<file path="src/rtl/urlfe_pkg.sv">
// ============================================================================
// urlfe_pkg: shared types and constants for the form-field extractor
// Result beat layout, queue interface structs, character codes, register
// indexes and the hex digit helpers used by the front end.
// ============================================================================
package urlfe_pkg;

    // Key register holds at most this many bytes
    localparam int KEY_MAX = 8;

    // Result queue between front and back end
    localparam int Q_DEPTH = 4;
    localparam int Q_AW    = 2;

    // Configuration register indexes
    localparam logic [1:0] CFG_KEY_CHARS  = 2'd0;
    localparam logic [1:0] CFG_KEY_LENGTH = 2'd1;
    localparam logic [1:0] CFG_OUT_LIMIT  = 2'd2;

    // Configuration reset values
    localparam logic [63:0] KEY_CHARS_RST  = 64'd0;
    localparam logic [3:0]  KEY_LENGTH_RST = 4'd1;
    localparam logic [7:0]  OUT_LIMIT_RST  = 8'd33;

    // Character codes
    localparam logic [7:0] CH_NUL   = 8'h00;
    localparam logic [7:0] CH_PLUS  = 8'h2B;
    localparam logic [7:0] CH_PCT   = 8'h25;
    localparam logic [7:0] CH_AMP   = 8'h26;
    localparam logic [7:0] CH_EQ    = 8'h3D;
    localparam logic [7:0] CH_SPACE = 8'h20;

    typedef enum logic [1:0] {
        PH_SEARCH,
        PH_VALUE,
        PH_DONE
    } phase_t;

    typedef enum logic [1:0] {
        ESC_NONE,
        ESC_PCT,
        ESC_HI
    } esc_t;

    typedef struct packed {
        logic [7:0] value_byte;
        logic       byte_valid;
        logic       field_end;
        logic       key_found;
        logic [6:0] value_length;
    } result_t;

    // Up to two results written into the queue per accepted beat
    typedef struct packed {
        logic [1:0] count;
        result_t    slot0;
        result_t    slot1;
    } push_t;

    // Queue head offered to the back end
    typedef struct packed {
        logic    valid;
        result_t data;
    } head_t;

    // Hex digit: bit 4 flags a digit, bits 3:0 carry its value
    function automatic logic [4:0] hex_digit(input logic [7:0] c);
        logic [4:0] r;
        r = 5'd0;
        if (c >= 8'h30 && c <= 8'h39) r = {1'b1, 4'(c - 8'h30)};
        else if (c >= 8'h61 && c <= 8'h66) r = {1'b1, 4'(c - 8'h57)};
        else if (c >= 8'h41 && c <= 8'h46) r = {1'b1, 4'(c - 8'h37)};
        return r;
    endfunction

    function automatic logic [7:0] hex_pair(input logic [7:0] a, input logic [7:0] b);
        logic [4:0] h;
        logic [4:0] l;
        logic [7:0] r;
        h = hex_digit(a);
        l = hex_digit(b);
        if (!h[4]) r = 8'd0;
        else if (!l[4]) r = {4'd0, h[3:0]};
        else r = {h[3:0], l[3:0]};
        return r;
    endfunction

endpackage

</file>
<file path="src/rtl/urlfe_front.sv">
// ============================================================================
// urlfe_front: byte classifier and field state
// Holds the configuration and per-body state, matches the key window,
// decodes escapes and pushes up to two result beats per body byte.
// ============================================================================
module urlfe_front #(
    parameter int KEY_BYTES = 8
) (
    input  logic              clk,
    input  logic              rst_n,
    input  logic              cfg_write_en,
    input  logic [1:0]        cfg_index,
    input  logic [63:0]       cfg_data,
    input  logic              in_valid,
    output logic              in_stall,
    input  logic [7:0]        body_byte,
    input  logic              body_last,
    input  logic              room_for_two,
    output urlfe_pkg::push_t  push
);
    import urlfe_pkg::*;

    localparam int WIN_BYTES = (KEY_BYTES < KEY_MAX) ? KEY_BYTES : KEY_MAX;
    localparam int WIN_W     = 8 * WIN_BYTES;
    localparam logic [3:0] WIN_LEN = 4'(WIN_BYTES);

    logic [63:0]      key_chars_reg;
    logic [3:0]       key_length_reg;
    logic [7:0]       out_limit_reg;

    logic [WIN_W-1:0] window_reg, window_next;
    logic [3:0]       since_reg, since_next;
    phase_t           phase_reg, phase_next;
    esc_t             esc_reg, esc_next;
    logic [7:0]       fh_reg, fh_next;
    logic [6:0]       emitted_reg, emitted_next;

    logic             acc;
    logic             end_body;
    logic [7:0]       lim_raw;
    logic [6:0]       limit;
    logic [3:0]       key_len;
    logic             key_hit;

    logic             do_a;
    logic [7:0]       a_byte;
    logic             do_plain;
    logic [7:0]       p_byte;
    esc_t             esc_step;
    logic [7:0]       fh_step;

    logic [6:0]       cnt_a;
    logic             a_done;
    logic             plain_live;
    logic             plain_stop;
    logic             emit_p;
    logic [6:0]       cnt_p;
    logic             p_done;
    phase_t           phase_step;

    assign in_stall = !room_for_two;
    assign acc      = in_valid && room_for_two;
    assign end_body = (body_byte == CH_NUL) || body_last;

    // Effective limit: out_limit-1, clamped to 127
    assign lim_raw = (out_limit_reg == 8'd0) ? 8'd0 : out_limit_reg - 8'd1;
    assign limit   = (lim_raw > 8'd127) ? 7'd127 : lim_raw[6:0];
    assign key_len = (key_length_reg > WIN_LEN) ? WIN_LEN : key_length_reg;

    // Key compare: window byte p (newest at 0) against key byte key_len-1-p
    always_comb
    begin
        logic [3:0] q;
        logic [7:0] kb;
        key_hit = (since_reg >= key_len);
        q       = 4'd0;
        kb      = 8'd0;
        for (int p = 0; p < WIN_BYTES; p++)
        begin
            if (4'(p) < key_len)
            begin
                q  = key_len - 4'(p) - 4'd1;
                kb = key_chars_reg[{q[2:0], 3'b000} +: 8];
                if (kb == CH_NUL || window_reg[8*p +: 8] != kb) key_hit = 1'b0;
            end
        end
    end

    // Decode: an optional forced emit, then an optional plain byte
    always_comb
    begin
        do_a     = 1'b0;
        a_byte   = CH_PCT;
        do_plain = 1'b0;
        p_byte   = body_byte;
        esc_step = esc_reg;
        fh_step  = fh_reg;
        if (phase_reg == PH_VALUE)
        begin
            unique case (esc_reg)
                ESC_NONE:
                begin
                    if (body_byte != CH_NUL)
                    begin
                        if (body_byte == CH_PCT && !body_last) esc_step = ESC_PCT;
                        else do_plain = 1'b1;
                    end
                end
                ESC_PCT:
                begin
                    if (body_byte == CH_NUL)
                    begin
                        esc_step = ESC_NONE;
                        do_a     = 1'b1;
                    end
                    else if (body_last)
                    begin
                        esc_step = ESC_NONE;
                        do_a     = 1'b1;
                        do_plain = 1'b1;
                    end
                    else
                    begin
                        fh_step  = body_byte;
                        esc_step = ESC_HI;
                    end
                end
                ESC_HI:
                begin
                    esc_step = ESC_NONE;
                    do_a     = 1'b1;
                    if (body_byte == CH_NUL)
                    begin
                        do_plain = 1'b1;
                        p_byte   = fh_reg;
                    end
                    else
                    begin
                        a_byte = hex_pair(fh_reg, body_byte);
                    end
                end
                default:
                begin
                    esc_step = ESC_NONE;
                end
            endcase
        end
    end

    // Count emitted bytes and decide where the value stops
    assign cnt_a      = emitted_reg + {6'd0, do_a};
    assign a_done     = do_a && (cnt_a >= limit);
    assign plain_live = do_plain && !a_done;
    assign plain_stop = plain_live && ((cnt_a >= limit) || (p_byte == CH_AMP));
    assign emit_p     = plain_live && !plain_stop;
    assign cnt_p      = cnt_a + {6'd0, emit_p};
    assign p_done     = emit_p && (cnt_p >= limit);

    // Next state
    always_comb
    begin
        phase_step   = phase_reg;
        window_next  = window_reg;
        since_next   = since_reg;
        unique case (phase_reg)
            PH_SEARCH:
            begin
                if (body_byte != CH_NUL)
                begin
                    if (body_byte == CH_EQ && key_hit)
                        phase_step = (limit == 7'd0) ? PH_DONE : PH_VALUE;
                    window_next = (window_reg << 8) | WIN_W'(body_byte);
                    if (since_reg < 4'd15) since_next = since_reg + 4'd1;
                end
            end
            PH_VALUE:
            begin
                if (a_done || plain_stop || p_done) phase_step = PH_DONE;
            end
            PH_DONE:
            begin
                phase_step = PH_DONE;
            end
            default:
            begin
                phase_step = PH_SEARCH;
            end
        endcase

        phase_next   = phase_step;
        esc_next     = esc_step;
        fh_next      = fh_step;
        emitted_next = cnt_p;
        if (end_body)
        begin
            window_next  = '0;
            since_next   = 4'd0;
            phase_next   = PH_SEARCH;
            esc_next     = ESC_NONE;
            fh_next      = 8'd0;
            emitted_next = 7'd0;
        end
    end

    // Result beats
    always_comb
    begin
        result_t    ra;
        result_t    rp;
        result_t    r0;
        result_t    r1;
        logic [1:0] n;
        ra            = '0;
        ra.value_byte = a_byte;
        ra.byte_valid = 1'b1;
        rp            = '0;
        rp.value_byte = (p_byte == CH_PLUS) ? CH_SPACE : p_byte;
        rp.byte_valid = 1'b1;
        r0            = '0;
        r1            = '0;
        n             = 2'd0;
        if (do_a)
        begin
            r0 = ra;
            n  = 2'd1;
            if (emit_p)
            begin
                r1 = rp;
                n  = 2'd2;
            end
        end
        else if (emit_p)
        begin
            r0 = rp;
            n  = 2'd1;
        end

        if (end_body)
        begin
            if (n == 2'd2)
            begin
                r1.field_end    = 1'b1;
                r1.key_found    = (phase_step != PH_SEARCH);
                r1.value_length = cnt_p;
            end
            else
            begin
                n               = 2'd1;
                r0.field_end    = 1'b1;
                r0.key_found    = (phase_step != PH_SEARCH);
                r0.value_length = cnt_p;
            end
        end

        push.count = acc ? n : 2'd0;
        push.slot0 = r0;
        push.slot1 = r1;
    end

    always_ff @(posedge clk or negedge rst_n)
    begin
        if (!rst_n)
        begin
            key_chars_reg  <= KEY_CHARS_RST;
            key_length_reg <= KEY_LENGTH_RST;
            out_limit_reg  <= OUT_LIMIT_RST;
        end
        else if (cfg_write_en)
        begin
            unique case (cfg_index)
                CFG_KEY_CHARS:  key_chars_reg  <= cfg_data;
                CFG_KEY_LENGTH: key_length_reg <= cfg_data[3:0];
                CFG_OUT_LIMIT:  out_limit_reg  <= cfg_data[7:0];
                default:        ;
            endcase
        end
    end

    always_ff @(posedge clk or negedge rst_n)
    begin
        if (!rst_n)
        begin
            window_reg  <= '0;
            since_reg   <= 4'd0;
            phase_reg   <= PH_SEARCH;
            esc_reg     <= ESC_NONE;
            fh_reg      <= 8'd0;
            emitted_reg <= 7'd0;
        end
        else if (acc)
        begin
            window_reg  <= window_next;
            since_reg   <= since_next;
            phase_reg   <= phase_next;
            esc_reg     <= esc_next;
            fh_reg      <= fh_next;
            emitted_reg <= emitted_next;
        end
    end

    // Every body end re-arms the search with a clean count
    a_end_rearm: assert property (@(posedge clk) disable iff (!rst_n)
        (acc && end_body) |=> (phase_reg == PH_SEARCH && emitted_reg == 7'd0
                               && esc_reg == ESC_NONE))
        else $error("front did not re-arm after body end");

endmodule

</file>
<file path="src/rtl/urlfe_queue.sv">
// ============================================================================
// urlfe_queue: result queue between front and back end
// Small circular buffer that takes up to two beats and gives one per cycle while the back end pops.
// ============================================================================
module urlfe_queue (
    input  logic              clk,
    input  logic              rst_n,
    input  urlfe_pkg::push_t  push,
    output logic              room_for_two,
    output urlfe_pkg::head_t  head,
    input  logic              pop
);
    import urlfe_pkg::*;

    result_t         entry_reg [Q_DEPTH];
    logic [Q_AW-1:0] wr_ptr_reg, wr_ptr_next;
    logic [Q_AW-1:0] rd_ptr_reg, rd_ptr_next;
    logic [Q_AW:0]   count_reg, count_next;
    logic [Q_AW:0]   free;
    logic [Q_AW-1:0] wr_ptr_p1;

    assign free         = (Q_AW+1)'(Q_DEPTH) - count_reg;
    assign room_for_two = (free >= (Q_AW+1)'(2));
    assign head.valid   = (count_reg != '0);
    assign head.data    = entry_reg[rd_ptr_reg];
    assign wr_ptr_p1    = wr_ptr_reg + Q_AW'(1);

    always_comb
    begin
        wr_ptr_next = wr_ptr_reg + Q_AW'(push.count);
        rd_ptr_next = pop ? rd_ptr_reg + Q_AW'(1) : rd_ptr_reg;
        count_next  = count_reg + (Q_AW+1)'(push.count) - (Q_AW+1)'(pop);
    end

    always_ff @(posedge clk)
    begin
        if (push.count != 2'd0) entry_reg[wr_ptr_reg] <= push.slot0;
        if (push.count == 2'd2) entry_reg[wr_ptr_p1]  <= push.slot1;
    end

    always_ff @(posedge clk or negedge rst_n)
    begin
        if (!rst_n)
        begin
            wr_ptr_reg <= '0;
            rd_ptr_reg <= '0;
            count_reg  <= '0;
        end
        else
        begin
            wr_ptr_reg <= wr_ptr_next;
            rd_ptr_reg <= rd_ptr_next;
            count_reg  <= count_next;
        end
    end

    a_no_overflow: assert property (@(posedge clk) disable iff (!rst_n)
        (Q_AW+1)'(push.count) <= free)
        else $error("queue push exceeds free entries");

    a_no_underflow: assert property (@(posedge clk) disable iff (!rst_n)
        pop |-> head.valid)
        else $error("queue pop while empty");

    a_count_bound: assert property (@(posedge clk) disable iff (!rst_n)
        count_reg <= (Q_AW+1)'(Q_DEPTH))
        else $error("queue count out of range");

endmodule

</file>
<file path="src/rtl/urlfe_back.sv">
// ============================================================================
// urlfe_back: output stage
// Registers one result beat and holds it while the receiver stalls.
// ============================================================================
module urlfe_back (
    input  logic              clk,
    input  logic              rst_n,
    input  urlfe_pkg::head_t  head,
    output logic              pop,
    output logic              out_valid,
    input  logic              out_stall,
    output urlfe_pkg::result_t out_data
);
    import urlfe_pkg::*;

    logic    out_valid_reg, out_valid_next;
    result_t out_data_reg;
    logic    load_en;

    assign load_en   = !out_valid_reg || !out_stall;
    assign pop       = load_en && head.valid;
    assign out_valid = out_valid_reg;
    assign out_data  = out_data_reg;

    always_comb
    begin
        out_valid_next = load_en ? head.valid : out_valid_reg;
    end

    always_ff @(posedge clk)
    begin
        if (pop) out_data_reg <= head.data;
    end

    always_ff @(posedge clk or negedge rst_n)
    begin
        if (!rst_n) out_valid_reg <= 1'b0;
        else        out_valid_reg <= out_valid_next;
    end

endmodule

</file>
<file path="src/rtl/urlencoded_field_extractor_unit.sv">
// ============================================================================
// urlencoded_field_extractor_unit: form body field extractor
// Finds key= in a form-encoded body and streams the percent-decoded value.
// ============================================================================
// Usage
//   Body bytes enter on the input channel (in_valid / in_stall), one beat per
//   byte, body_last on the final byte; a zero byte also ends the body.
//   Result beats leave on the output channel (out_valid / out_stall): one per
//   decoded value byte, and a closing beat with field_end, key_found and
//   value_length. The closing beat may also carry a byte.
//   Write key_chars, key_length and out_limit through cfg_write_en /
//   cfg_index / cfg_data only while no body is in flight.
// Throughput and flow
//   One body byte per cycle while in_stall is low. A byte yields zero, one
//   or two beats; two come only from a truncated escape at body end. The
//   front end writes an accepted byte's results into the four-entry result
//   queue, and the back end loads them from there into the output register
//   as that register frees up.
// Stall and reset
//   in_stall rises when fewer than two queue entries are free, so an
//   output stall backs up into the input after a few beats. A stalled
//   output beat holds. Reset empties the queue, re-arms the key search and
//   loads key_chars 0, key_length 1, out_limit 33.
// ============================================================================
module urlencoded_field_extractor_unit #(
    parameter int KEY_BYTES = 8
) (
    input  logic        clk,
    input  logic        rst_n,
    input  logic        cfg_write_en,
    input  logic [1:0]  cfg_index,
    input  logic [63:0] cfg_data,
    input  logic        in_valid,
    output logic        in_stall,
    input  logic [7:0]  body_byte,
    input  logic        body_last,
    output logic        out_valid,
    input  logic        out_stall,
    output logic [7:0]  value_byte,
    output logic        byte_valid,
    output logic        field_end,
    output logic        key_found,
    output logic [6:0]  value_length
);
    import urlfe_pkg::*;

    push_t   push;
    head_t   head;
    logic    room_for_two;
    logic    pop;
    result_t out_data;

    // Front end: classify each byte, track key match and escapes
    urlfe_front #(
        .KEY_BYTES (KEY_BYTES)
    ) u_front (
        .clk          (clk),
        .rst_n        (rst_n),
        .cfg_write_en (cfg_write_en),
        .cfg_index    (cfg_index),
        .cfg_data     (cfg_data),
        .in_valid     (in_valid),
        .in_stall     (in_stall),
        .body_byte    (body_byte),
        .body_last    (body_last),
        .room_for_two (room_for_two),
        .push         (push)
    );

    // Decouple the two sides; absorbs the two-beat bursts
    urlfe_queue u_queue (
        .clk          (clk),
        .rst_n        (rst_n),
        .push         (push),
        .room_for_two (room_for_two),
        .head         (head),
        .pop          (pop)
    );

    // Back end: output register, hold on stall
    urlfe_back u_back (
        .clk       (clk),
        .rst_n     (rst_n),
        .head      (head),
        .pop       (pop),
        .out_valid (out_valid),
        .out_stall (out_stall),
        .out_data  (out_data)
    );

    assign value_byte   = out_data.value_byte;
    assign byte_valid   = out_data.byte_valid;
    assign field_end    = out_data.field_end;
    assign key_found    = out_data.key_found;
    assign value_length = out_data.value_length;

endmodule

</file>
<file path="config.mk">
export PLATFORM = sky130hd
export DESIGN_NAME = urlencoded_field_extractor_unit
export DESIGN_NICKNAME = d
export VERILOG_FILES = /design/src/rtl/urlfe_pkg.sv /design/src/rtl/urlfe_front.sv /design/src/rtl/urlfe_queue.sv /design/src/rtl/urlfe_back.sv /design/src/rtl/urlencoded_field_extractor_unit.sv
export SDC_FILE = /design/constraint.sdc
export NUM_CORES = 1
export LEC_CHECK = 0
export BUFFER_PORTS_ARGS = -buffer_cell sky130_fd_sc_hd__buf_2
export CAP_MARGIN = 10
export CORE_MARGIN = 2
export CORE_UTILIZATION = 35
export DETAILED_ROUTE_END_ITERATION = 10
export PLACE_DENSITY_LB_ADDON = 0.12
export REMOVE_ABC_BUFFERS = 1
export SLEW_MARGIN = 20
export SYNTH_ARGS = -nofsm -noshare
export SYNTH_HDL_FRONTEND = slang
export SYNTH_SLANG_ARGS = --single-unit
export TNS_END_PERCENT = 30
</file>
<file path="constraint.sdc">
create_clock -name clk -period 5.1 [get_ports clk]
set_input_delay 0.765 -clock clk [delete_from_list [all_inputs] [get_ports clk]]
set_output_delay 0.765 -clock clk [all_outputs]
set_load 0.005 [all_outputs]
</file>
Word-level counts from Yosys, hierarchy flattened:

Memory sizes are Yosys's and may differ from the RTL's. A register that Yosys moved wholly into a read port is not among the register bits.
Cells that the tools add are included.

* register bits after elaboration: 171
* memory bits (writable): 72
* output and inout port bits: 20
* word-level logic and storage cells: 261
* memories: 1

Memories
* u_queue.entry_reg: words 4, bits a word 18, read ports 1, clocked after memory_dff 1, write ports 2, RTL line urlfe_queue.sv:15 `result_t entry_reg [Q_DEPTH];`

* add/subtract/negate cells: 30
* magnitude comparators: 27
* eq/ne operators: 24
* shift-type cells: 8
* mux-type cells: 93
* bitwise logic cells: 1
* reduce and logical (&&, ||, !) cells: 64

Operators with widths (count)
* $shiftx 64x7->8: 8
* $mux 64: 3
* $mux 8: 15
* $logic_not 8->1: 10
* $ne 8x8->1: 8
* $or 64x8->64: 1
* $mux 5: 12
* $mux 18: 3
* $mux 9: 4
* $eq 8x6->1 const B: 4
* $ge 8x7->1 const B: 4
* $le 8x7->1 const B: 4
* $mux 2: 16
* $mux 1: 29
* $sub 3x1->3 const B: 8
* $mux 4: 5
* $ge 8x6->1 const B: 2
* $le 8x6->1 const B: 2
* $lt 3x4->1 const A: 4
* $sub 4x3->4 const B: 4
* $logic_and 1x1->1: 15
* $add 7x1->7: 2
* $ge 7x7->1: 2
* $mux 7: 2
* other kinds (36): 80

Longest topological paths before layout:

Gate-level depths: netlist (run 1).

* depth after elaboration: 29
* mapped depth: 34
* mapped depth without buffers: 33

Hierarchy:

Synthesis (run 1) repeated with hierarchy kept, for this count alone.

* cell total of the unflattened synthesis: 1478
* area total of the unflattened synthesis: 17093.9 um^2

By module, submodules not included
* urlfe_front: times used 1, cells each 1238, area each 12517.0 um^2, sequential area each 4082.7 um^2
* urlfe_queue: times used 1, cells each 219, area each 3992.6 um^2, sequential area each 2337.2 um^2
* urlfe_back: times used 1, cells each 21, area each 584.3 um^2, sequential area each 565.5 um^2

Least setup slack after synthesis (run 1):

Ideal clock, no wire load.

* path type: input -> register
* from: in body_byte[0]
* to: mem u_queue.entry_reg[0][0] (netlist bit) (enable)
* arrival: 6104 ps
* setup slack: -1425 ps
* stages on the path: 24
* buffers on the path: 1
* path through: clkbuf_1 inv_1 ha_1 nor3b_1 nand2_1 nand2b_1 a21oi_1 or2_2 inv_2 ha_1 ha_1 nand3_1 xor2_1 inv_1 ha_1 a21oi_1 o21ai_0 a31oi_1 nand3b_2 ha_1 nand2_1 a21oi_1 a21oi_1 o31ai_1

RTL lines
* from (decl): RTL line urlencoded_field_extractor_unit.sv:35 `input logic [7:0] body_byte,`
* to (decl): RTL line urlfe_queue.sv:15

Worst setup path in the final report (run 1):

* from: in body_byte[0]
* to: reg u_front.phase_reg[1]

* longest elaborated chain between the ends: 19
* elaborated cells on any way between the ends: 39

RTL lines
* $logic_not 8->1: RTL line urlfe_front.sv:63, urlfe_front.sv:111, urlfe_front.sv:132
* $mux 1: RTL line urlfe_front.sv:111 `if (body_byte == CH_NUL)`
* $pmux 1 s2: RTL line urlfe_front.sv:100 `unique case (esc_reg)`
* $mux 1: RTL line urlfe_front.sv:98 `if (phase_reg == PH_VALUE)`
* $add 7x1->7: RTL line urlfe_front.sv:151 `assign cnt_a = emitted_reg + {6'd0, do_a};`
* $ge 7x7->1: RTL line urlfe_front.sv:152, urlfe_front.sv:154
* $logic_and 1x1->1: RTL line urlfe_front.sv:152 `assign a_done = do_a && (cnt_a >= limit);`
* $logic_not 1->1: RTL line urlfe_front.sv:153 `assign plain_live = do_plain && !a_done;`
* (+3 left out)
* $logic_and 1x1->1: RTL line urlfe_front.sv:155 `assign emit_p = plain_live && !plain_stop;`
* $add 7x1->7: RTL line urlfe_front.sv:156 `assign cnt_p = cnt_a + {6'd0, emit_p};`
* $ge 7x7->1: RTL line urlfe_front.sv:157 `assign p_done = emit_p && (cnt_p >= limit);`
* $logic_and 1x1->1: RTL line urlfe_front.sv:157
* $logic_or 1x1->1: RTL line urlfe_front.sv:178 `if (a_done || plain_stop || p_done) phase_step = PH_DONE;`
* $mux 2: RTL line urlfe_front.sv:178
* $pmux 2 s3: RTL line urlfe_front.sv:165 `unique case (phase_reg)`
* $mux 2 (*): RTL line urlfe_front.sv:194 `if (end_body)`
* to (signal assigned): RTL line urlfe_front.sv:294 `phase_reg <= phase_next;`
* to (decl): RTL line urlfe_front.sv:33 `phase_t phase_reg, phase_next;`

Every way passes the cells marked *; elsewhere a longest branch is shown, timed or not.
A chain may end at the register's enable or synchronous reset.

==> run summary, run 1 <==
Outcome - complete, but fails checks
Violations in the final reports - setup timing
Type of element launching the critical path - input pin
Slack of the worst reg-to-reg path - 0.02 ns
Final number of hold-violating endpoints - 0
Fraction of the core area covered by cells at the end of the flow - 0.430
Residual DRC count - 0
Cell chosen for the clock root - sky130_fd_sc_hd__clkbuf_16
Data arrival, critical path - 5.68 ns
Cell type contributing the most total cell area after synthesis - sky130_fd_sc_hd__dfrtp_1
Sequential-to-total area share from yosys stat - 0.405
Count of mapped cells out of synthesis - 1625
Slowest stage cell on the critical path - sky130_fd_sc_hd__maj3_2
Worst hold slack - 0.231 ns
VDD IR max - 0.300 mV
Skew-Pair Late Insertion Delay - 0.59 ns
Starting density of the core - 0.353
Category of the critical setup timing path - in2reg
Launch point of the critical path - body_byte[0]
Area grow syn2layout - 21.7%
Max-cap violations - 0
Cell area after technology mapping - 17300 sq um
Fmax - 0.192 GHz
Clock Pin Slew Worst Setup and Hold Paths - 0.06 ns
Ratio of cells with drive above 1 in the final layout - 0.287
Switching fraction of total power - 0.391
Number of global-route vias before repair - 14300
Post-detailed-route via-to-cell ratio - 5.68
Floorplan die area - 51100 sq um
Ant. Diodes - 0
Source of the worst register-to-register timing path - u_front.esc_reg[1]
Core box area - 48800 sq um
Setup TNS after final layout - -0.115 ns
Unrepaired setup endpoints after global routing - yes
Total power density per cell area - 449 nW/um^2
Fill cells - 4775
Proportion of netlist area held by the largest area contributor - 0.244
Chip Height - 226 um
Detailed-route wire length - 57700 um
Final critical-path required period - 5.20 ns
Required time reported for the critical path endpoint - 5.58 ns
Number of register bits inferred by synthesis - 261
Clock tree from TritonCTS - built
Largest fanout on the critical path - 3
Path depth of the worst reg2reg path - 23
Die X - 226 um
Share of flip-flops with an asynchronous set or reset - 0.655
Nature of the critical path endpoint - flip-flop
Post-Place Cells - 2456
Avg Inst Size Synth - 10.6 sq um
Fraction of power consumed by the clock network - 0.240
Internal Pwr Total - 5740 uW
Top flip-flop cell by instance count after synthesis - sky130_fd_sc_hd__dfrtp_1
Fraction of power consumed by sequential logic - 0.338
Number of standard-cell rows in the floorplan - 81
Remaining antenna violation count - 0
Worst path setup slack after routing - -0.101 ns
Number of flip-flops under the largest register name - 72
Number of nets in the finished design - 1973
Class of the tightest hold or removal check - in2async
Total via count in the routed design - 14400
Actual slew at the worst max-slew pin - 0.951 ns
Clock tree buffer depth - 3
Final-report max-slew violation count - 0
Setup Skew - 0.0333 ns
Number of warnings printed during yosys synthesis - 0
Capturing point of the worst reg2reg path - u_front.phase_reg[1]
Number of failing setup endpoints in the final timing report - 2
Total iterations of the first detailed-routing run - 7
Global placer's final weighted congestion - 0.935
Final clock period utilization by the worst path - 1.02
Leak Pwr - 0.00883 uW
Gr ovfl total - 0
Max-slew headroom at the worst pin - 0.366
Count of distinct cell types in the synthesized netlist - 92
H-tree depth - 1
Antenna violations before repair - 0
Global router's overall resource usage - 0.226
Main area contributors after synthesis - sky130_fd_sc_hd__dfrtp_1, sky130_fd_sc_hd__edfxtp_1, sky130_fd_sc_hd__mux2i_1
Most numerous cell on the critical path - sky130_fd_sc_hd__buf_4
I/O pin cnt - 100
Max incr delay on CP - 0.33 ns
Largest net degree at the start of global routing - 78
Buffers added on ports - 99
Num Clock Sinks - 261
Hold_buf cts - 0
Wire length of the first global-routing pass - 88400 um
Combinational fraction of design power - 0.422
Number of buffers added by the clock tree synthesis step - 31
HPWL after DPL - 43500 um
Number of standard cells in the final layout excluding fillers - 2534
Mean routed wirelength per cell - 22.8 um
EDFF count, synth - 90
NetSw - 3690 uW
Number of DRC markers in iteration 0 - 1007
## cell usage after synthesis (all sizes together), types with 5 or more instances
master   count
nor3        29
a22oi       11
nand2b      17
a21boi       7
or3         19
nand2      112
nand4       21
a21o         9
mux2i      123
dfrtp      168
nor3b        8
o22a         7
xor2        49
nand3       45
mux4        38
nor2b       10
and3        11
o211ai      13
a221oi      14
o22ai       21
and3b        6
o31ai       15
a31oi       10
mux2        87
clkbuf      61
a21oi       61
edfxtp      90
and2        12
inv         49
a211oi      15
ha          46
nor2        84
or2          5
nor4         9
xnor2       64
a22o        78
o21ai       58
a2111oi      9
nand3b       9
buf         42
or4          7
## routing by layer
layer  GRT usage  vias to the layer above  part of all wire
met4       0.103                        0             0.048
met1       0.299                     7168              0.44
met5           0                        -                 0
li1            -                     6613                 -
met2       0.373                      474              0.47
met3      0.0243                      132             0.042
## layout make-up
class	count	area, sq um	share of cell area
tap	664	831	0.0395
inverter	52	208	0.00988
multi-input combinational	1209	9930	0.472
clock inverter	17	194	0.00923
timing repair buffer	291	2020	0.0962
clock buffer	40	850	0.0404
sequential	261	6990	0.332
## worst max path at each step
stage,to,cells after the start
final,u_front.phase_reg[1],36
after global routing,u_front.phase_reg[1],34
after CTS,u_front.phase_reg[1],34
after detailed placement,u_front.phase_reg[1],34
after global placement,u_front.phase_reg[1],34
after floorplan,u_queue.entry_reg[0][0],23
## cell families after synthesis
logic type               after synthesis  synth area share
AND/OR/NAND/NOR                      415             0.122
AO/OA/AOI/OAI                        385             0.162
flip-flops                           261             0.405
multiplexers                         248             0.178
buffers and inverters                155            0.0388
XOR/XNOR                             113            0.0589
adder cells (fa/ha/maj)               48            0.0351
## timing repair
action / in CTS / in global routing
buffers inserted: 19 / 2
resized for setup: 35 / 27
endpoints found under the setup margin: 52 / 2
pin swaps: 20 / 24
## through the flow
step           cell area, sq um  setup slack (ns)  power, uW
3_3_place_gp              19500             -1.16       7110
3_5_place_dp              19500             -1.31       7150
5_1_grt                   21000            -0.357       9940
6_report                  21000            -0.101       9430
4_1_cts                   20900           0.00464       9460
2_1_floorplan             16800             -1.50       5570
## critical path: cells and delay by family
family	cells	cell delay, ns
buffers and inverters	17	1.87
adder cells (fa/ha/maj)	5	1.00
AND/OR/NAND/NOR	7	1.00
AO/OA/AOI/OAI	5	0.67
XOR/XNOR	2	0.33
## placed cells by master, fill, tap and decap left out, drive strengths merged, types with 58 or more instances in the layout
cell / count
buf: 291
mux2i: 123
edfxtp: 90
nand2: 112
nor2: 84
a21oi: 61
a22o: 78
xnor2: 64
dfrtp: 168
mux2: 87
o21ai: 58
## power by group through the flow
stage / registers [uW] / clock network [uW] / logic, uW
final: 3180 / 2260 / 3980
after floorplan: 3060 / 0 / 2510
after global placement: 3200 / 0 / 3900
after global routing: 3230 / 2400 / 4310
after CTS: 3180 / 2320 / 3970
after detailed placement: 3210 / 0 / 3940
No activity file was read; power rests on OpenSTA's default activity.
==> run 2, diff against run 1 <==
--- a/config.mk
+++ b/config.mk
@@ -13,4 +13,5 @@
 export PLACE_DENSITY_LB_ADDON = 0.12
 export REMOVE_ABC_BUFFERS = 1
+export SETUP_SLACK_MARGIN = 0.4
 export SLEW_MARGIN = 20
 export SYNTH_ARGS = -nofsm -noshare
==> constraint.sdc (replaced) <==
create_clock -name clk -period 5.1 [get_ports clk]
set_input_delay 0.51 -clock clk [delete_from_list [all_inputs] [get_ports clk]]
set_output_delay 0.51 -clock clk [all_outputs]
set_load 0.005 [all_outputs]
==> run 2 against run 1 <==
Against the previous run:
- the run now ends clean
- total power rose by 0.73%
- via count down 0.37%
- final area is essentially flat
- final cell count fell by 0.55%
- fmax rose by 9.0%
- combinational power is essentially flat
- utilization about the same
- global-route usage down 0.25 points
- critical endpoint unchanged
- largest cell class unchanged
- largest power group unchanged
==> run summary, run 2 (same netlist as run 1, synthesis figures left out) <==
Largest fanout on the critical path - 3
Data arrival, critical path - 5.21 ns
Total via count in the routed design - 14300
Detailed route wirelength on metal2 - 27500 um
Final number of hold-violating endpoints - 0
Clock Pin Slew Worst Setup and Hold Paths - 0.06 ns
Num Clock Sinks - 261
Max incr delay on CP - 0.30 ns
Global router's overall resource usage - 0.224
Chip Height - 226 um
Remaining antenna violation count - 0
Ratio of cells with drive above 1 in the final layout - 0.297
HPWL after DPL - 43300 um
Ant. Diodes - 0
Number of standard-cell rows in the floorplan - 81
Class of the tightest hold or removal check - in2reg
Number of nets in the finished design - 1959
Die X - 226 um
Launch point of the critical path - body_byte[1]
Post-Route M1 WL - 24700 um
Number of flip-flops under the largest register name - 72
Area grow syn2layout - 21.9%
Worst path setup slack after routing - 0.328 ns
Leak Pwr - 0.00879 uW
Fraction of the core area covered by cells at the end of the flow - 0.431
Number of failing setup endpoints in the final timing report - 0
H-tree depth - 1
Most common cell after layout, fill and taps aside - sky130_fd_sc_hd__buf_4
VDD IR max - 0.309 mV
Routed length on met3 - 2450 um
Post-detailed-route via-to-cell ratio - 5.69
Clock tree from TritonCTS - built
Number of DRC markers in iteration 0 - 1199
Skew-Pair Late Insertion Delay - 0.59 ns
Fmax - 0.210 GHz
Residual DRC count - 0
Clock tree buffer depth - 3
Actual slew at the worst max-slew pin - 0.920 ns
Nature of the critical path endpoint - flip-flop
Starting density of the core - 0.353
Combined area of the multi-input logic cells - 10000 sq um
Floorplan die area - 51100 sq um
Source of the worst register-to-register timing path - u_front.esc_reg[1]
Gr ovfl total - 0
DR top layer - met4
Number of standard cells in the final layout excluding fillers - 2520
Setup Skew - 0.0297 ns
Wire length of the first global-routing pass - 87200 um
Category of the critical setup timing path - in2reg
Total iterations of the first detailed-routing run - 6
Cell chosen for the clock root - sky130_fd_sc_hd__clkbuf_16
Most numerous cell on the critical path - sky130_fd_sc_hd__ha_4
Number of buffers added by the clock tree synthesis step - 31
Buffers added on ports - 99
Post-Place Cells - 2448
Type of element launching the critical path - input pin
Critical hold path startpoint - cfg_data[55]
Unrepaired setup endpoints after global routing - yes
Required time reported for the critical path endpoint - 5.54 ns
Fill cells - 4749
Worst slack after detailed placement - -0.871 ns
Core box area - 48800 sq um
Final-report max-slew violation count - 0
Antenna violations before repair - 0
Seq. cell area - 6990 sq um
Detailed-route wire length - 57400 um
Slowest stage cell on the critical path - sky130_fd_sc_hd__ha_1
Final critical-path required period - 4.77 ns
Largest net degree at the start of global routing - 108
Mean routed wirelength per cell - 22.8 um
I/O pin cnt - 100
Final clock period utilization by the worst path - 0.936
Total power density per cell area - 451 nW/um^2
Outcome - finished, final reports clean
Global placer's final weighted congestion - 0.931
Max-slew headroom at the worst pin - 0.387
Max-cap violations - 0
Number of global-route vias before repair - 14300
Leading cell types in the layout, fill and taps excluded - sky130_fd_sc_hd__buf_4, sky130_fd_sc_hd__dfrtp_1, sky130_fd_sc_hd__mux2i_1
## run 2: worst paths after layout
path                                        endpoint  slack (ns)  cells after the start
max in group asynchronous       u_front.phase_reg[0]        3.57                      3
setup / recovery                u_front.phase_reg[1]        0.33                     33
setup reg to reg                u_front.phase_reg[1]        0.36                     29
hold reg to reg                     u_back.out_valid        0.53                      2
min in group asynchronous  u_front.key_chars_reg[52]        0.46                      2
hold / removal             u_front.key_chars_reg[55]        0.13                      3
## run 2: where the power goes
| part | switching [uW] | internal [uW] | total [uW] | leakage [uW] |
|---|---|---|---|---|
| combinational | 2240 | 1760 | 4010 | 0.00524 |
| clock | 924 | 1390 | 2310 | 0.000524 |
| sequential | 564 | 2610 | 3180 | 0.00303 |
## run 2: worst max-delay path, delay by kind of cell
kind | cells | cell delay [ns]
adders and majority gates | 8 | 1.47
xor gates and xnor gates | 2 | 0.26
AOI/OAI and AO/OA | 8 | 1.26
and+or+nand+nor | 9 | 1.24
buffers and inverters | 6 | 0.46
## run 2: final cells by class
| class | instances | share of cell area |
|---|---|---|
| Clock buffer | 37 | 0.0403 |
| Clock inverter | 20 | 0.0111 |
| Inverter | 52 | 0.00952 |
| Multi-Input combinational cell | 1210 | 0.477 |
| Sequential cell | 261 | 0.332 |
| Tap cell | 664 | 0.0395 |
| Timing Repair Buffer | 276 | 0.0907 |
## run 2: what timing repair did
action	in CTS	in global routing
endpoints found under the hold margin	64	0
hold buffers	1	0
setup endpoints to repair	66	16
pin swaps	36	3
cloned	0	1
setup buffers	11	2
gates resized for setup	67	16
## run 2: layer usage
metal,GRT usage,up-vias
li1,-,6585
met2,0.375,420
met1,0.291,7211
met3,0.0258,118
met4,0.0978,0
met5,0,-
## run 2: stage by stage
stage / TNS [ns] / cell area (sq um) / hold WS, ns / total power, uW
6_report: 0 / 21000 / 0.132 / 9500
5_1_grt: 0 / 21000 / 0.135 / 10000
4_1_cts: 0 / 20900 / 0.101 / 9530
3_5_place_dp: -22.37 / 19500 / 0.512 / 7130
3_3_place_gp: -10.42 / 19500 / 0.509 / 7100
2_1_floorplan: -142.68 / 16800 / 0.214 / 5570
==> run 3, diff against run 2 <==
Settings changed: BUFFER_PORTS_ARGS -buffer_cell sky130_fd_sc_hd__buf_2 to default, DONT_BUFFER_PORTS from default to 1.
==> run 3 against run 2 <==
Against the previous run:
- the flow now finishes with violations (hold timing)
- non-clock buffer count down 112
- first-iteration DRC count fell by 6.7%
- register-to-register slack lost 0.06 ns
- hold slack worse by 0.20 ns
- global-route usage increased by 0.30 points
- flip-flop and latch count did not move
- sequential power rose by 1%
- combinational power down 2%
- routed wire length rose by 0.21%
- final area decreased by 2.9%
- fmax fell by 0.53%
- critical endpoint unchanged
- largest cell class unchanged
==> run summary, run 3 (same netlist as run 1, synthesis figures left out) <==
Final critical-path required period - 4.80 ns
Die X - 226 um
Unrepaired setup endpoints after global routing - yes
Data arrival, critical path - 5.26 ns
Floorplan die area - 51100 sq um
Global placer's final weighted congestion - 0.932
Class of the tightest hold or removal check - in2async
Num Clock Sinks - 261
Leading cell types in the layout, fill and taps excluded - sky130_fd_sc_hd__dfrtp_1, sky130_fd_sc_hd__buf_4, sky130_fd_sc_hd__mux2i_1
Placement Cell Area - 18900 sq um
Post-detailed-route via-to-cell ratio - 5.71
Nature of the critical path endpoint - flip-flop
Gr ovfl total - 0
Worst path setup slack after routing - 0.302 ns
Fmax - 0.208 GHz
Ant. Diodes - 0
Number of nets in the finished design - 1846
Chip Height - 226 um
Max-slew headroom at the worst pin - 0.277
H-tree depth - 1
Antenna violations before repair - 0
Residual DRC count - 0
Largest net degree at the start of global routing - 172
Global router's overall resource usage - 0.227
Cell chosen for the clock root - sky130_fd_sc_hd__clkbuf_16
Total via count in the routed design - 13700
Final number of hold-violating endpoints - 27
Total iterations of the first detailed-routing run - 5
Number of standard-cell rows in the floorplan - 81
Actual slew at the worst max-slew pin - 1.09 ns
Final clock period utilization by the worst path - 0.941
Path depth of the worst reg2reg path - 23
Clock tree buffer depth - 3
Number of DRC markers in iteration 0 - 1119
Remaining antenna violation count - 0
Skew-Pair Late Insertion Delay - 0.58 ns
I/O pin cnt - 100
Starting density of the core - 0.353
Number of buffers added by the clock tree synthesis step - 31
Worst slack after detailed placement - -0.833 ns
Outcome - complete, but fails checks
Slack of the worst reg-to-reg path - 0.30 ns
Clock Pin Slew Worst Setup and Hold Paths - 0.06 ns
Fill cells - 4792
Total power density per cell area - 461 nW/um^2
Worst hold slack - -0.0671 ns
Mean routed wirelength per cell - 23.9 um
Ratio of cells with drive above 1 in the final layout - 0.246
Number of global-route vias before repair - 14000
Leak Pwr - 0.00834 uW
Wire length of the first global-routing pass - 88000 um
Category of the critical setup timing path - reg2reg
Setup Skew - 0.0215 ns
Core box area - 48800 sq um
Violations in the final reports - hold timing
Type of element launching the critical path - flip-flop
Required time reported for the critical path endpoint - 5.56 ns
Area grow syn2layout - 18.3%
Post-route standard cell area excluding fillers - 20400 sq um
HPWL after DPL - 43200 um
Detailed-route wire length - 57500 um
Capturing point of the worst reg2reg path - u_front.phase_reg[1]
Number of failing setup endpoints in the final timing report - 0
Final-report max-slew violation count - 0
Source of the worst register-to-register timing path - u_front.esc_reg[1]
VDD IR max - 0.292 mV
Buffers added on ports - 0
Max-cap violations - 0
Clock tree from TritonCTS - built
Most common cell after layout, fill and taps aside - sky130_fd_sc_hd__dfrtp_1
Largest fanout on the critical path - 5
Number of flip-flops under the largest register name - 72
## run 3: metrics by stage
| step | TNS (ns) | hold slack [ns] | utilization | power (uW) | std cells |
|---|---|---|---|---|---|
| 2_1_floorplan | -142.68 | 0.214 | - | 5570 | 1522 |
| 3_3_place_gp | -8.25 | 0.218 | 0.386 | 7010 | 2335 |
| 3_5_place_dp | -13.90 | 0.219 | 0.386 | 7030 | 2335 |
| 4_1_cts | 0 | 0.00337 | 0.414 | 9400 | 2399 |
| 5_1_grt | 0 | 0.0316 | 0.418 | 9920 | 2407 |
| 6_report | 0 | -0.0671 | 0.418 | 9410 | 2407 |
## run 3: critical path, cell delays in order (launching register included)
cell,delay [ns]
sky130_fd_sc_hd__dfrtp_1,0.39
sky130_fd_sc_hd__buf_6,0.13
sky130_fd_sc_hd__ha_4,0.15
sky130_fd_sc_hd__and3b_2,0.22
sky130_fd_sc_hd__and3_4,0.18
sky130_fd_sc_hd__a21o_1,0.17
sky130_fd_sc_hd__or4_4,0.51
sky130_fd_sc_hd__or4_4,0.58
sky130_fd_sc_hd__nand3b_4,0.12
sky130_fd_sc_hd__inv_4,0.04
sky130_fd_sc_hd__ha_4,0.16
sky130_fd_sc_hd__ha_4,0.16
sky130_fd_sc_hd__xnor2_2,0.17
sky130_fd_sc_hd__inv_1,0.06
sky130_fd_sc_hd__ha_1,0.27
sky130_fd_sc_hd__o21ai_1,0.05
sky130_fd_sc_hd__o21bai_1,0.15
sky130_fd_sc_hd__a21oi_1,0.09
sky130_fd_sc_hd__maj3_2,0.31
sky130_fd_sc_hd__nor2b_2,0.12
sky130_fd_sc_hd__o31ai_2,0.08
sky130_fd_sc_hd__a21oi_2,0.19
sky130_fd_sc_hd__nor2_2,0.06
sky130_fd_sc_hd__o41ai_2,0.28
## run 3: cell type report
type	count	area (sq um)	area share
multi-input combinational	1209	10000	0.490
clock buffer	37	838	0.0410
inverter	52	200	0.00980
clock inverter	20	208	0.0102
sequential	261	6990	0.342
tap	664	831	0.0407
timing repair buffer	164	1360	0.0663
## run 3: worst max-delay path by stage
stage | cells past startpoint | slack, ns | endpoint | startpoint
after floorplan | 12 | -1.38 | u_queue.entry_reg[0][7] | u_front.key_length_reg[0]
after global placement | 33 | -0.71 | u_front.phase_reg[1] | body_byte[0]
after detailed placement | 33 | -0.83 | u_front.phase_reg[1] | body_byte[0]
after CTS | 30 | 0.37 | u_front.phase_reg[1] | u_front.esc_reg[1]
after global routing | 30 | 0.04 | u_front.phase_reg[1] | u_front.esc_reg[0]
final | 23 | 0.30 | u_front.phase_reg[1] | u_front.esc_reg[1]
## run 3: report_power, final
part           switching (uW)  internal (uW)
combinational            2190           1720
clock                     912           1370
sequential                610           2610
## run 3: metal layers
metal | track usage | routed length, um | up-vias
li1 | - | - | 6353
met3 | 0.0320 | 2680 | 97
met5 | 0 | 0 | -
met2 | 0.380 | 27600 | 395
met4 | 0.0741 | 2000 | 0
met1 | 0.301 | 25200 | 6898
## run 3: repair_timing
| item | 4_1_cts | 5_1_grt |
|---|---|---|
| hold buffers | 1 | 0 |
| pin swaps | 28 | 19 |
| endpoints found under the hold margin | 171 | 0 |
| setup buffers | 6 | 8 |
| setup endpoints to repair | 41 | 43 |
| resized for setup | 54 | 24 |
